$ cat src/hw/rtl/assert_macros.svh
// Assertion macros for the point subdivider.
`ifndef ASSERT_MACROS_SVH
`define ASSERT_MACROS_SVH
`ifndef SYNTHESIS
`define ASSERT_CLKD(lbl, clk_s, rst_s, prop, msg) \
    lbl: assert property (@(posedge clk_s) disable iff (!rst_s) prop) else $error(msg);
`define ASSERT_NEVER(lbl, clk_s, rst_s, cond, msg) \
    lbl: assert property (@(posedge clk_s) disable iff (!rst_s) !(cond)) else $error(msg);
`else
`define ASSERT_CLKD(lbl, clk_s, rst_s, prop, msg)
`define ASSERT_NEVER(lbl, clk_s, rst_s, cond, msg)
`endif
`endif

$ cat src/hw/rtl/crps_pkg.sv
`timescale 1ns / 1ps

package crps_pkg;

    localparam int PORT_W      = 16;
    localparam int COORD_WIDTH = 16;
    localparam int FRAC_BITS   = 7;
    localparam int ACC_W       = COORD_WIDTH + 12;
    localparam int HIST_DEPTH  = 3;
    localparam int HCNT_W      = $clog2(HIST_DEPTH + 1);
    localparam int HIDX_W      = $clog2(HIST_DEPTH);
    localparam int QDEPTH      = 2;
    localparam int QPTR_W      = $clog2(QDEPTH);
    localparam int QCNT_W      = $clog2(QDEPTH + 1);
    localparam int STEPS       = 4;
    localparam int STEP_W      = $clog2(STEPS);
    localparam int AXES        = 3;

    typedef logic signed [COORD_WIDTH-1:0] coord_t;
    typedef logic signed [ACC_W-1:0]       acc_t;

    typedef struct packed {
        coord_t x;
        coord_t y;
        coord_t z;
    } point_t;

    typedef struct packed {
        acc_t pos;
        acc_t d1;
        acc_t d2;
        acc_t d3;
    } axis_state_t;

    typedef axis_state_t [AXES-1:0] seg_t;

    typedef struct packed {
        logic full;
        logic empty;
    } q_stat_t;

    localparam logic [STEP_W-1:0] LAST_STEP = STEP_W'(STEPS - 1);
    localparam acc_t COORD_MAX = ACC_W'((64'sd1 <<< (COORD_WIDTH - 1)) - 64'sd1);
    localparam acc_t COORD_MIN = -COORD_MAX - ACC_W'(1);
    localparam acc_t ACC_ONE   = ACC_W'(1);

    function automatic coord_t to_coord(input logic [PORT_W-1:0] v);
        return COORD_WIDTH'(v);
    endfunction

    function automatic axis_state_t axis_coef(input coord_t p0, input coord_t p1,
                                              input coord_t p2, input coord_t p3);
        acc_t e0, e1, e2, e3, a, b, c;
        axis_state_t r;
        e0 = ACC_W'(p0);
        e1 = ACC_W'(p1);
        e2 = ACC_W'(p2);
        e3 = ACC_W'(p3);
        a = e3 - e0 + ((e1 - e2) <<< 1) + (e1 - e2);
        b = (e0 <<< 1) - (e1 <<< 2) - e1 + (e2 <<< 2) - e3;
        c = e2 - e0;
        r.pos = e1 <<< FRAC_BITS;
        r.d1  = a + (b <<< 2) + (c <<< 4);
        r.d2  = (a <<< 2) + (a <<< 1) + (b <<< 3);
        r.d3  = (a <<< 2) + (a <<< 1);
        return r;
    endfunction

    function automatic axis_state_t step_axis(input axis_state_t s);
        axis_state_t r;
        r.pos = s.pos + s.d1;
        r.d1  = s.d1 + s.d2;
        r.d2  = s.d2 + s.d3;
        r.d3  = s.d3;
        return r;
    endfunction

    function automatic logic [COORD_WIDTH-1:0] emit_coord(input acc_t v);
        acc_t q;
        q = v >>> FRAC_BITS;
        if (v[ACC_W-1] && (v[FRAC_BITS-1:0] != '0))
            q = q + ACC_ONE;
        if (q > COORD_MAX)
            q = COORD_MAX;
        if (q < COORD_MIN)
            q = COORD_MIN;
        return q[COORD_WIDTH-1:0];
    endfunction

endpackage

$ cat src/hw/rtl/crps_in_if.sv
`timescale 1ns / 1ps

interface crps_in_if
    import crps_pkg::*;
();
    logic                     valid;
    logic                     ready;
    logic signed [PORT_W-1:0] pos_x;
    logic signed [PORT_W-1:0] pos_y;
    logic signed [PORT_W-1:0] pos_z;
    logic                     clear_history;

    modport source (output valid, output pos_x, output pos_y, output pos_z,
                    output clear_history, input ready);
    modport sink   (input valid, input pos_x, input pos_y, input pos_z,
                    input clear_history, output ready);
endinterface

$ cat src/hw/rtl/crps_out_if.sv
`timescale 1ns / 1ps

interface crps_out_if
    import crps_pkg::*;
();
    logic                     valid;
    logic                     ready;
    logic signed [PORT_W-1:0] out_x;
    logic signed [PORT_W-1:0] out_y;
    logic signed [PORT_W-1:0] out_z;
    logic                     last_point;

    modport source (output valid, output out_x, output out_y, output out_z,
                    output last_point, input ready);
    modport sink   (input valid, input out_x, input out_y, input out_z,
                    input last_point, output ready);
endinterface

$ cat src/hw/rtl/crps_front.sv
`timescale 1ns / 1ps

module crps_front
    import crps_pkg::*;
(
    input  logic      clk,
    input  logic      rst_n,
    crps_in_if.sink   sample,
    input  q_stat_t   qs,
    output logic      push,
    output seg_t      seg
);

    point_t              hist_reg  [HIST_DEPTH];
    point_t              hist_next [HIST_DEPTH];
    logic [HCNT_W-1:0]   cnt_reg;
    logic [HCNT_W-1:0]   cnt_next;
    point_t              p3;
    logic                accept;

    assign sample.ready = !qs.full;
    assign accept       = sample.valid && sample.ready;

    assign p3.x = to_coord(sample.pos_x);
    assign p3.y = to_coord(sample.pos_y);
    assign p3.z = to_coord(sample.pos_z);

    assign seg[0] = axis_coef(hist_reg[0].x, hist_reg[1].x, hist_reg[2].x, p3.x);
    assign seg[1] = axis_coef(hist_reg[0].y, hist_reg[1].y, hist_reg[2].y, p3.y);
    assign seg[2] = axis_coef(hist_reg[0].z, hist_reg[1].z, hist_reg[2].z, p3.z);

    always_comb
    begin
        hist_next = hist_reg;
        cnt_next  = cnt_reg;
        push      = 1'b0;
        if (accept)
        begin
            if (sample.clear_history)
            begin
                hist_next[0] = p3;
                cnt_next     = HCNT_W'(1);
            end
            else if (cnt_reg < HCNT_W'(HIST_DEPTH))
            begin
                hist_next[cnt_reg[HIDX_W-1:0]] = p3;
                cnt_next = cnt_reg + HCNT_W'(1);
            end
            else
            begin
                // drop the oldest point
                push = 1'b1;
                for (int i = 0; i < HIST_DEPTH - 1; i++)
                    hist_next[i] = hist_reg[i + 1];
                hist_next[HIST_DEPTH-1] = p3;
            end
        end
    end

    always_ff @(posedge clk or negedge rst_n)
    begin
        if (!rst_n)
        begin
            cnt_reg <= '0;
            for (int i = 0; i < HIST_DEPTH; i++)
                hist_reg[i] <= '0;
        end
        else
        begin
            cnt_reg  <= cnt_next;
            hist_reg <= hist_next;
        end
    end

endmodule

$ cat src/hw/rtl/crps_queue.sv
`timescale 1ns / 1ps

module crps_queue
    import crps_pkg::*;
(
    input  logic    clk,
    input  logic    rst_n,
    input  logic    push,
    input  seg_t    din,
    input  logic    pop,
    output seg_t    head,
    output q_stat_t qs
);

    seg_t              mem_reg [QDEPTH];
    logic [QPTR_W-1:0] wr_reg;
    logic [QPTR_W-1:0] wr_next;
    logic [QPTR_W-1:0] rd_reg;
    logic [QPTR_W-1:0] rd_next;
    logic [QCNT_W-1:0] cnt_reg;
    logic [QCNT_W-1:0] cnt_next;

    assign head     = mem_reg[rd_reg];
    assign qs.full  = (cnt_reg == QCNT_W'(QDEPTH));
    assign qs.empty = (cnt_reg == '0);

    always_comb
    begin
        wr_next  = wr_reg;
        rd_next  = rd_reg;
        cnt_next = cnt_reg;
        if (push)
            wr_next = (wr_reg == QPTR_W'(QDEPTH - 1)) ? '0 : wr_reg + QPTR_W'(1);
        if (pop)
            rd_next = (rd_reg == QPTR_W'(QDEPTH - 1)) ? '0 : rd_reg + QPTR_W'(1);
        if (push && !pop)
            cnt_next = cnt_reg + QCNT_W'(1);
        else if (pop && !push)
            cnt_next = cnt_reg - QCNT_W'(1);
    end

    always_ff @(posedge clk)
    begin
        if (push)
            mem_reg[wr_reg] <= din;
    end

    always_ff @(posedge clk or negedge rst_n)
    begin
        if (!rst_n)
        begin
            wr_reg  <= '0;
            rd_reg  <= '0;
            cnt_reg <= '0;
        end
        else
        begin
            wr_reg  <= wr_next;
            rd_reg  <= rd_next;
            cnt_reg <= cnt_next;
        end
    end

endmodule

$ cat src/hw/rtl/crps_back.sv
`timescale 1ns / 1ps
`include "assert_macros.svh"

module crps_back
    import crps_pkg::*;
(
    input  logic        clk,
    input  logic        rst_n,
    input  q_stat_t     qs,
    input  seg_t        head,
    output logic        pop,
    crps_out_if.source  result
);

    seg_t               work_reg;
    seg_t               src;
    seg_t               nxt;
    logic [STEP_W-1:0]  step_reg;
    logic [STEP_W-1:0]  step_next;
    logic               fire;
    logic               out_valid_reg;
    logic               out_valid_next;
    logic               out_last_reg;
    logic [PORT_W-1:0]  ox_reg;
    logic [PORT_W-1:0]  oy_reg;
    logic [PORT_W-1:0]  oz_reg;

    assign fire = !qs.empty && (!out_valid_reg || result.ready);
    assign pop  = fire && (step_reg == LAST_STEP);
    assign src  = (step_reg == '0) ? head : work_reg;

    always_comb
    begin
        for (int i = 0; i < AXES; i++)
            nxt[i] = step_axis(src[i]);
    end

    always_comb
    begin
        step_next      = step_reg;
        out_valid_next = out_valid_reg;
        if (fire)
        begin
            step_next      = (step_reg == LAST_STEP) ? '0 : step_reg + STEP_W'(1);
            out_valid_next = 1'b1;
        end
        else if (result.ready)
            out_valid_next = 1'b0;
    end

    always_ff @(posedge clk)
    begin
        if (fire)
        begin
            work_reg     <= nxt;
            ox_reg       <= PORT_W'(emit_coord(nxt[0].pos));
            oy_reg       <= PORT_W'(emit_coord(nxt[1].pos));
            oz_reg       <= PORT_W'(emit_coord(nxt[2].pos));
            out_last_reg <= (step_reg == LAST_STEP);
        end
    end

    always_ff @(posedge clk or negedge rst_n)
    begin
        if (!rst_n)
        begin
            step_reg      <= '0;
            out_valid_reg <= 1'b0;
        end
        else
        begin
            step_reg      <= step_next;
            out_valid_reg <= out_valid_next;
        end
    end

    assign result.valid      = out_valid_reg;
    assign result.out_x      = ox_reg;
    assign result.out_y      = oy_reg;
    assign result.out_z      = oz_reg;
    assign result.last_point = out_last_reg;

    `ASSERT_CLKD(a_last_wraps, clk, rst_n, out_valid_reg && out_last_reg |-> step_reg == '0, "last point shown mid-segment")
    `ASSERT_CLKD(a_idle_at_start, clk, rst_n, !out_valid_reg |-> step_reg == '0, "output idle mid-segment")
    `ASSERT_CLKD(a_head_held, clk, rst_n, step_reg != '0 |-> !qs.empty, "segment left queue early")
    `ASSERT_NEVER(a_pop_empty, clk, rst_n, pop && qs.empty, "pop from empty queue")

endmodule

$ cat src/hw/rtl/catmull_rom_point_subdivider.sv
`timescale 1ns / 1ps
// An accepted segment transaction is written to the queue; the stepper registers its points.
// The stepper gives one point per cycle while the output is not stalled, four points per
//   segment transaction; transactions that only fill history give no points.
// A 2-entry queue between the coefficient front end and the stepper decouples them.
// Reset: asynchronous, clears history, point count, queue and output valid.

module catmull_rom_point_subdivider
    import crps_pkg::*;
(
    input  logic        clk,
    input  logic        rst_n,
    crps_in_if.sink     sample,
    crps_out_if.source  result
);

    q_stat_t qs;
    logic    push;
    logic    pop;
    seg_t    seg;
    seg_t    head;

    crps_front u_front (
        .clk    (clk),
        .rst_n  (rst_n),
        .sample (sample),
        .qs     (qs),
        .push   (push),
        .seg    (seg)
    );

    crps_queue u_queue (
        .clk   (clk),
        .rst_n (rst_n),
        .push  (push),
        .din   (seg),
        .pop   (pop),
        .head  (head),
        .qs    (qs)
    );

    crps_back u_back (
        .clk    (clk),
        .rst_n  (rst_n),
        .qs     (qs),
        .head   (head),
        .pop    (pop),
        .result (result)
    );

endmodule

$ cat src/flat_wrapper.sv
// flat-port wrapper written by rule: the top's interface ports become plain ports
module catmull_rom_point_subdivider_flat import crps_pkg::*;
  (clk, rst_n, sample_valid, sample_pos_x, sample_pos_y, sample_pos_z, sample_clear_history, sample_ready, result_valid, result_out_x, result_out_y, result_out_z, result_last_point, result_ready);
  crps_in_if sample_i ();
  crps_out_if result_i ();
  input  logic clk;
  input  logic rst_n;
  input wire logic [$bits(sample_i.valid)-1:0] sample_valid;
  input wire logic [$bits(sample_i.pos_x)-1:0] sample_pos_x;
  input wire logic [$bits(sample_i.pos_y)-1:0] sample_pos_y;
  input wire logic [$bits(sample_i.pos_z)-1:0] sample_pos_z;
  input wire logic [$bits(sample_i.clear_history)-1:0] sample_clear_history;
  output wire logic [$bits(sample_i.ready)-1:0] sample_ready;
  output wire logic [$bits(result_i.valid)-1:0] result_valid;
  output wire logic [$bits(result_i.out_x)-1:0] result_out_x;
  output wire logic [$bits(result_i.out_y)-1:0] result_out_y;
  output wire logic [$bits(result_i.out_z)-1:0] result_out_z;
  output wire logic [$bits(result_i.last_point)-1:0] result_last_point;
  input wire logic [$bits(result_i.ready)-1:0] result_ready;
  assign sample_i.valid = sample_valid;
  assign sample_i.pos_x = sample_pos_x;
  assign sample_i.pos_y = sample_pos_y;
  assign sample_i.pos_z = sample_pos_z;
  assign sample_i.clear_history = sample_clear_history;
  assign sample_ready = sample_i.ready;
  assign result_valid = result_i.valid;
  assign result_out_x = result_i.out_x;
  assign result_out_y = result_i.out_y;
  assign result_out_z = result_i.out_z;
  assign result_last_point = result_i.last_point;
  assign result_i.ready = result_ready;
  catmull_rom_point_subdivider u_core (.clk(clk), .rst_n(rst_n), .sample(sample_i), .result(result_i));
endmodule
$ cat config.mk
export PLATFORM = sky130hd
export DESIGN_NAME = catmull_rom_point_subdivider_flat
export DESIGN_NICKNAME = d
export VERILOG_FILES = /design/src/hw/rtl/crps_pkg.sv /design/src/hw/rtl/crps_in_if.sv /design/src/hw/rtl/crps_out_if.sv /design/src/hw/rtl/crps_front.sv /design/src/hw/rtl/crps_queue.sv /design/src/hw/rtl/crps_back.sv /design/src/hw/rtl/catmull_rom_point_subdivider.sv /design/src/flat_wrapper.sv
export VERILOG_INCLUDE_DIRS = /design/src /design/src/hw/rtl
export SDC_FILE = /design/constraint.sdc
export NUM_CORES = 2
export LEC_CHECK = 0
export ABC_AREA = 1
export BUFFER_PORTS_ARGS = -buffer_cell sky130_fd_sc_hd__buf_4
export CORE_MARGIN = 1
export CORE_UTILIZATION = 59
export DETAILED_ROUTE_END_ITERATION = 10
export GPL_ROUTABILITY_DRIVEN = 0
export PLACE_DENSITY = 0.78
export SLEW_MARGIN = 0
export SYNTH_ARGS = -nofsm -noshare
export SYNTH_HDL_FRONTEND = slang
export SYNTH_SLANG_ARGS = --single-unit
$ cat constraint.sdc
create_clock -name clk -period 23.1 [get_ports clk]
set_input_delay 0 -clock clk [delete_from_list [all_inputs] [get_ports clk]]
set_output_delay 0 -clock clk [all_outputs]
set_load 0.005 [all_outputs]
* Word-level counts from Yosys, hierarchy flattened
Memories as Yosys holds them, arrays and structs flattened.
Cells that the tools add are included.
** Word-level totals
- Register bits :: 538
- Output and inout port bits :: 51
- Memories :: 1
- Logic and storage cells :: 159
- Bits of input ports :: 53
- Memory bits (writable) :: 630
** Cells by class
- Equality and inequality tests :: 2
- Reduce and logical (&&, ||, !) cells :: 25
- Multiplexer cells :: 32
- Add/sub/neg operators :: 57
- Magnitude comparators :: 9
- Bitwise operators :: 2
** Memories
- u_core.u_queue.mem_reg :: depth 2, bits a word 315, rd ports 1, clocked after memory_dff 0, wr ports 1, line crps_queue.sv:15 : seg_t mem_reg [QDEPTH];
** Operators by type and width (count)
- 28-bit two-way mux :: 12
- 336-bit two-way mux :: 1
- 28-bit adder :: 9
- 16-bit by 16-bit subtractor with 17-bit output :: 9
- 144-bit bitwise mux :: 1
- 144-bit two-way mux :: 1
- 48-bit demux with 2-bit select :: 1
- 48-bit two-way mux :: 2
- 28-bit by 25-bit adder with 28-bit output :: 3
- 28-bit by 16-bit > comparator with 1-bit output, second input constant :: 3
- 28-bit by 16-bit < comparator with 1-bit output, second input constant :: 3
- 25-bit by 21-bit adder with 26-bit output :: 3
- 20-bit by 24-bit adder with 25-bit output :: 3
- 22-bit by 21-bit adder with 23-bit output :: 3
- 21-bit by 2-bit adder with 22-bit output, second input constant :: 3
- 21-bit by 16-bit subtractor with 22-bit output :: 3
- 20-bit by 18-bit adder with 21-bit output :: 3
- 19-bit by 17-bit adder with 20-bit output :: 3
- 19-bit by 16-bit subtractor with 20-bit output :: 3
- 17-bit by 18-bit adder with 19-bit output :: 3
- 17-bit by 18-bit subtractor with 19-bit output :: 3
- 7-bit nonzero test :: 3
- 2-bit two-way mux :: 5
- 1-bit logical AND :: 9
- 15 further kinds :: 35

* Depth between registers and ports, before layout
- Depth in word-level cells :: 11
- Mapped depth :: 47
- Depth with buffers taken out :: 47

* Cells and area by module
Synthesis repeated with hierarchy kept, for this count alone.
** Unflattened totals
- Cells, all modules :: 9992
- Area total of the unflattened synthesis :: 90209.0 sq um
** Modules (own cells, without submodules)
- crps_front :: times used 1, cells each 4317, area each 32775.2 sq um, seq. area each 3653.5 sq um
- crps_back :: times used 1, cells each 4604, area each 32648.8 sq um, seq. area each 11636.2 sq um
- crps_queue :: times used 1, cells each 1071, area each 24785.0 sq um, seq. area each 20279.4 sq um

* Least setup slack after synthesis
Ideal clock, no wire load.
- Path kind :: register to register
- From :: register u_core.u_back.out_valid_reg, in the netlist u_core.u_back.result.valid
- To :: register u_core.u_queue.cnt_reg[1]
- Slack :: 1031 ps
- Clock period less this slack :: 22069 ps
- Data required time :: 22969 ps
- Arrival time :: 21938 ps
- Setup time :: 131 ps
- Buffers on the path :: 0
- Cell stages (with the launch flop) :: 9
- Cell sequence :: dfrtp_1 inv_1 nor2_1 a21oi_1 nand2_1 ha_1 a21oi_1 o21ai_0 xor2_1
** On the way
- Word-level cells in the longest chain between the ends :: 7
- Elaborated cells on any way between the ends :: 9
- Classes of those cells :: mux: 1; reduce/logical: 8
** Ends and longest elaborated chain
- start, declared :: line crps_back.sv:21 : logic out_valid_reg;
- start signal, assigned :: line crps_back.sv:73 : out_valid_reg <= out_valid_next;
- 1-bit zero test * :: line crps_back.sv:28 : assign fire = !qs.empty && (!out_valid_reg || result.ready);
- 1-bit logical OR * :: line crps_back.sv:28
- 1-bit logical AND * :: line crps_back.sv:28
- via u_core.u_back.fire :: line crps_back.sv:20 : logic fire;
- 1-bit logical AND * :: line crps_back.sv:29 : assign pop = fire && (step_reg == LAST_STEP);
- 1-bit zero test :: line crps_queue.sv:36 : if (push && !pop)
- 1-bit logical AND :: line crps_queue.sv:36
- 2-bit two-way mux / 2-bit nonzero test (equally long branches)
- end signal, assigned :: line crps_queue.sv:60 : cnt_reg <= cnt_next;
- end, declared :: line crps_queue.sv:20 : logic [QCNT_W-1:0] cnt_reg;
The timed path passes the listed nets; every way through them passes the cells marked *.
A chain may end at the register's enable or synchronous reset.

==> metrics.log <==
INFO  metric global_route.overflow_total = 0
INFO  metric finalSetupViolCount = 0
INFO  metric postcts_setup_bufs = 0
INFO  metric hold_path_end = u_core.u_front.cnt_reg[0]
INFO  metric postSynthCellCount = 9373
INFO  metric hold_violations = 0
INFO  metric synthFlopType = edfxtp_1
INFO  metric asyncSetResetFlopFracSynth = between 10% and 20%
INFO  metric start_kind = flip-flop
INFO  metric critPathTopFamily = adder cells
INFO  metric fmax = 121.3 MHz
INFO  metric design.final.nets = ~11k
INFO  metric buffer_ports.inserted = between 100 and 150
INFO  metric hold_path_startpoint = sample_clear_history
INFO  metric place_hpwl = 161200 um
INFO  metric sequential_cell_area = between 30000 and 40000 sq um
INFO  metric timing.critical_path.mode_cell = nand2_1
INFO  metric number_of_flip_flops_in_the_largest_register = 528
INFO  metric cell_depth_of_the_worst_flop_to_flop_path = 38
INFO  metric postSynthRegisterBits = 1066
INFO  metric number_of_global_route_vias_before_repair = 65.43k
INFO  metric firstDrtPassIters = 8
INFO  metric synth-seq-area-share = 38.58%
INFO  metric drv_slew = 0
INFO  metric most_common_cell_after_layout_fill_and_taps_aside = nand2_1
INFO  metric run_status = finished clean
INFO  metric global_route_wire_length_before_repair = approximately 340000 um
INFO  metric clk_root_buffer_cell = clkbuf_16
INFO  metric leading_cell_types_in_the_layout_fill_and_taps_excluded = nand2_1, inv_1, edfxtp_1
INFO  metric num_io_pins = roughly 100
INFO  metric regToRegEndpoint = u_core.u_queue.mem_reg[1][184]
INFO  metric design.core.area = 135800 sq um
INFO  metric post-route-period-util = a little over a third
INFO  metric clkTransAtPathRegs = 0.06 ns
INFO  metric layout-drive-gt1-share = 4.230%
INFO  metric worst-path-buf-inv = 6
INFO  metric num_rows = ~140
INFO  metric setup_repair_after_global_routing_missed_its_margin = false
INFO  metric synth_cell_types = 63
INFO  metric multi_input_comb_area = 43970 sq um
INFO  metric min_period = 8.242 ns
INFO  metric max_slew.worst_pin.slew = roughly 1.2 ns
INFO  metric data_required_time_of_the_worst_path = 23.57 ns
INFO  metric hold_bufs_inserted_after_cts = 54
INFO  metric rr_startpoint = u_core.u_front.seg[203]
INFO  metric syn_avg_cell_area = 8.640 sq um
INFO  metric placedInstanceArea = 83660 sq um
INFO  metric max_cap_viol_count = 0
INFO  metric placedCellCount = 11.11k
INFO  metric grt_max_degree = between 150 and 200
INFO  metric worstSetupPathType = flip-flop to flip-flop
INFO  metric post_synth_edffs = 913
INFO  metric ff2ff_setup_slack = between 10 and 15 ns
INFO  metric critical_path.slowest_cell = xor2_1
INFO  metric die_area = 138700 sq um
INFO  metric chip_height = 372.5 um
INFO  metric globalRouteTotalUtil = a little under a third
INFO  metric first_iter_violations = 7092
INFO  metric route.detailed.drc = 0
INFO  metric postSynthNetCount = between 10k and 15k
INFO  metric floorplan.initialDensity = 59.63%
INFO  metric clkSinkCount = 1066
INFO  metric area_growth = 8.816%
INFO  metric cts_inserted_buffers = 115
INFO  metric via_per_inst = a little under 6
INFO  metric synthesis.area = a little over 80000 sq um
INFO  metric max-slew-margin-rel = 19.40%
INFO  metric post_layout_nonfiller_instances = 11.39k
INFO  metric final_area = 88120 sq um
INFO  metric hold_class = input pin to flip-flop
INFO  metric cts_repair_resize_count = 0
INFO  metric dp_slack = 15.02 ns
INFO  metric cts_max_level = 3
INFO  metric worst-endpoint-arrival = 8.72 ns
INFO  metric floorplan.die.width = 372.5 um
INFO  metric min_delay_path_depth = 4
INFO  metric initial_antenna_violation_count = 12
INFO  metric detail_route.wl_per_cell = roughly 19 um
INFO  metric critPathCaptureType = flip-flop
INFO  metric critPathMaxFanout = 12
INFO  metric tritoncts = done
INFO  metric clk_path_buf_depth = 3
INFO  metric routed-via-count = ~66k
INFO  metric finalSetupTns = 0 ns
INFO  metric finClkSkew = 0.02957 ns
INFO  metric antenna_violating_nets_post_route = 0
INFO  metric fillerInstances = 10.77k
INFO  metric clkLatencyLatePin = 0.77 ns
INFO  metric slowest_delay = approximately 0.51 ns
INFO  metric finalWirelength = 216800 um
INFO  metric post-route-worst-setup-slack = ~15 ns
INFO  metric synthesis_warning_total = 0
-- metal layers --
layer | wire (um) | track usage, % | up-vias
met1 | 88790 | 41.42 | 31460
met2 | 100700 | 51.30 | 2969
li1 | - | - | 31530
met3 | 20230 | 5.509 | 493
met5 | 58 | 0 | -
met4 | 7062 | 9.976 | 10
-- cell families after synthesis --
group / after synthesis / synth area share [%]
xor gates and xnor gates: 577 / 6.287
DFF: 1066 / 38.58
buffers and inverters: 1543 / 7.205
muxes: 1 / 0.01236
adders and majority gates: 1012 / 18.77
and+or+nand+nor: 3316 / 16.70
AOI/OAI and AO/OA: 1858 / 12.44
-- cells in the mapped netlist (9+ instances only) --
master       n  area share, %
nand2_1   1971            9.1
inv_1     1345            6.2
edfxtp_1   913             34
o21ai_0    891            5.5
nor2_1     747            3.5
ha_1       674             10
a21oi_1    636            3.9
xor2_1     409            4.4
nand3_1    347            2.1
fa_1       338            8.4
clkbuf_1   164           0.76
xnor2_1    163            1.8
dfrtp_1    153            4.7
nand4_1    104           0.80
nor3_1      58           0.36
o21bai_1    55           0.51
a211oi_1    41           0.38
o22ai_1     41           0.32
a21boi_0    39           0.36
a21o_1      22           0.20
nand3b_1    19           0.18
o211ai_1    19           0.18
o21ai_1     19           0.12
a31oi_1     18           0.14
nand2_2     17           0.13
nor4_1      16           0.12
buf_1       13          0.060
a21oi_2     11           0.12
a21boi_1     9          0.083
inv_2        9          0.042
o21a_1       9          0.083
-- area by class of cell --
| cell class | count | area share, % |
|---|---|---|
| Inverter | 1356 | 5.793 |
| Clock buffer | 137 | 3.416 |
| Tap cell | 1781 | 2.529 |
| Multi-Input combinational cell | 6764 | 49.90 |
| Timing Repair Buffer | 193 | 1.884 |
| Antenna cell | 6 | 0.01704 |
| Sequential cell | 1066 | 35.46 |
| Clock inverter | 82 | 1.002 |
-- stage by stage --
stage	hold slack, ns	utilization [%]
after global routing	0.08840	64.88
after global placement	-0.1020	61.60
after detailed placement	-0.1009	61.60
after floorplan	-0.2956	-
final	0.08959	64.89
after CTS	0.03669	64.88
-- worst max path at each step --
stage	from	endpoint	slack [ns]	cells after the start
floorplan	u_core.u_back.result.valid	u_core.u_queue.cnt_reg[1]	1.03	8
global placement	u_core.u_front.seg[203]	u_core.u_queue.mem_reg[1][184]	15.24	38
detailed placement	u_core.u_front.seg[203]	u_core.u_queue.mem_reg[1][184]	15.02	38
CTS	u_core.u_front.seg[203]	u_core.u_queue.mem_reg[0][184]	14.94	38
global route	u_core.u_front.seg[203]	u_core.u_queue.mem_reg[0][184]	14.25	38
finish	u_core.u_front.seg[203]	u_core.u_queue.mem_reg[1][184]	14.86	38
-- worst reg2reg max path: cells and delay by family, from the launching register on --
kind                       cells  cell delay (ns)
xor gates and xnor gates       3             0.92
DFF                            1             0.42
AOI/OAI and AO/OA              8             1.33
buffers and inverters          6             0.64
and+or+nand+nor               14             1.94
adders and majority gates      7             2.72
Power is not shown: default switching activity piles up to over one toggle a cycle in this logic, so the estimate is an artifact.
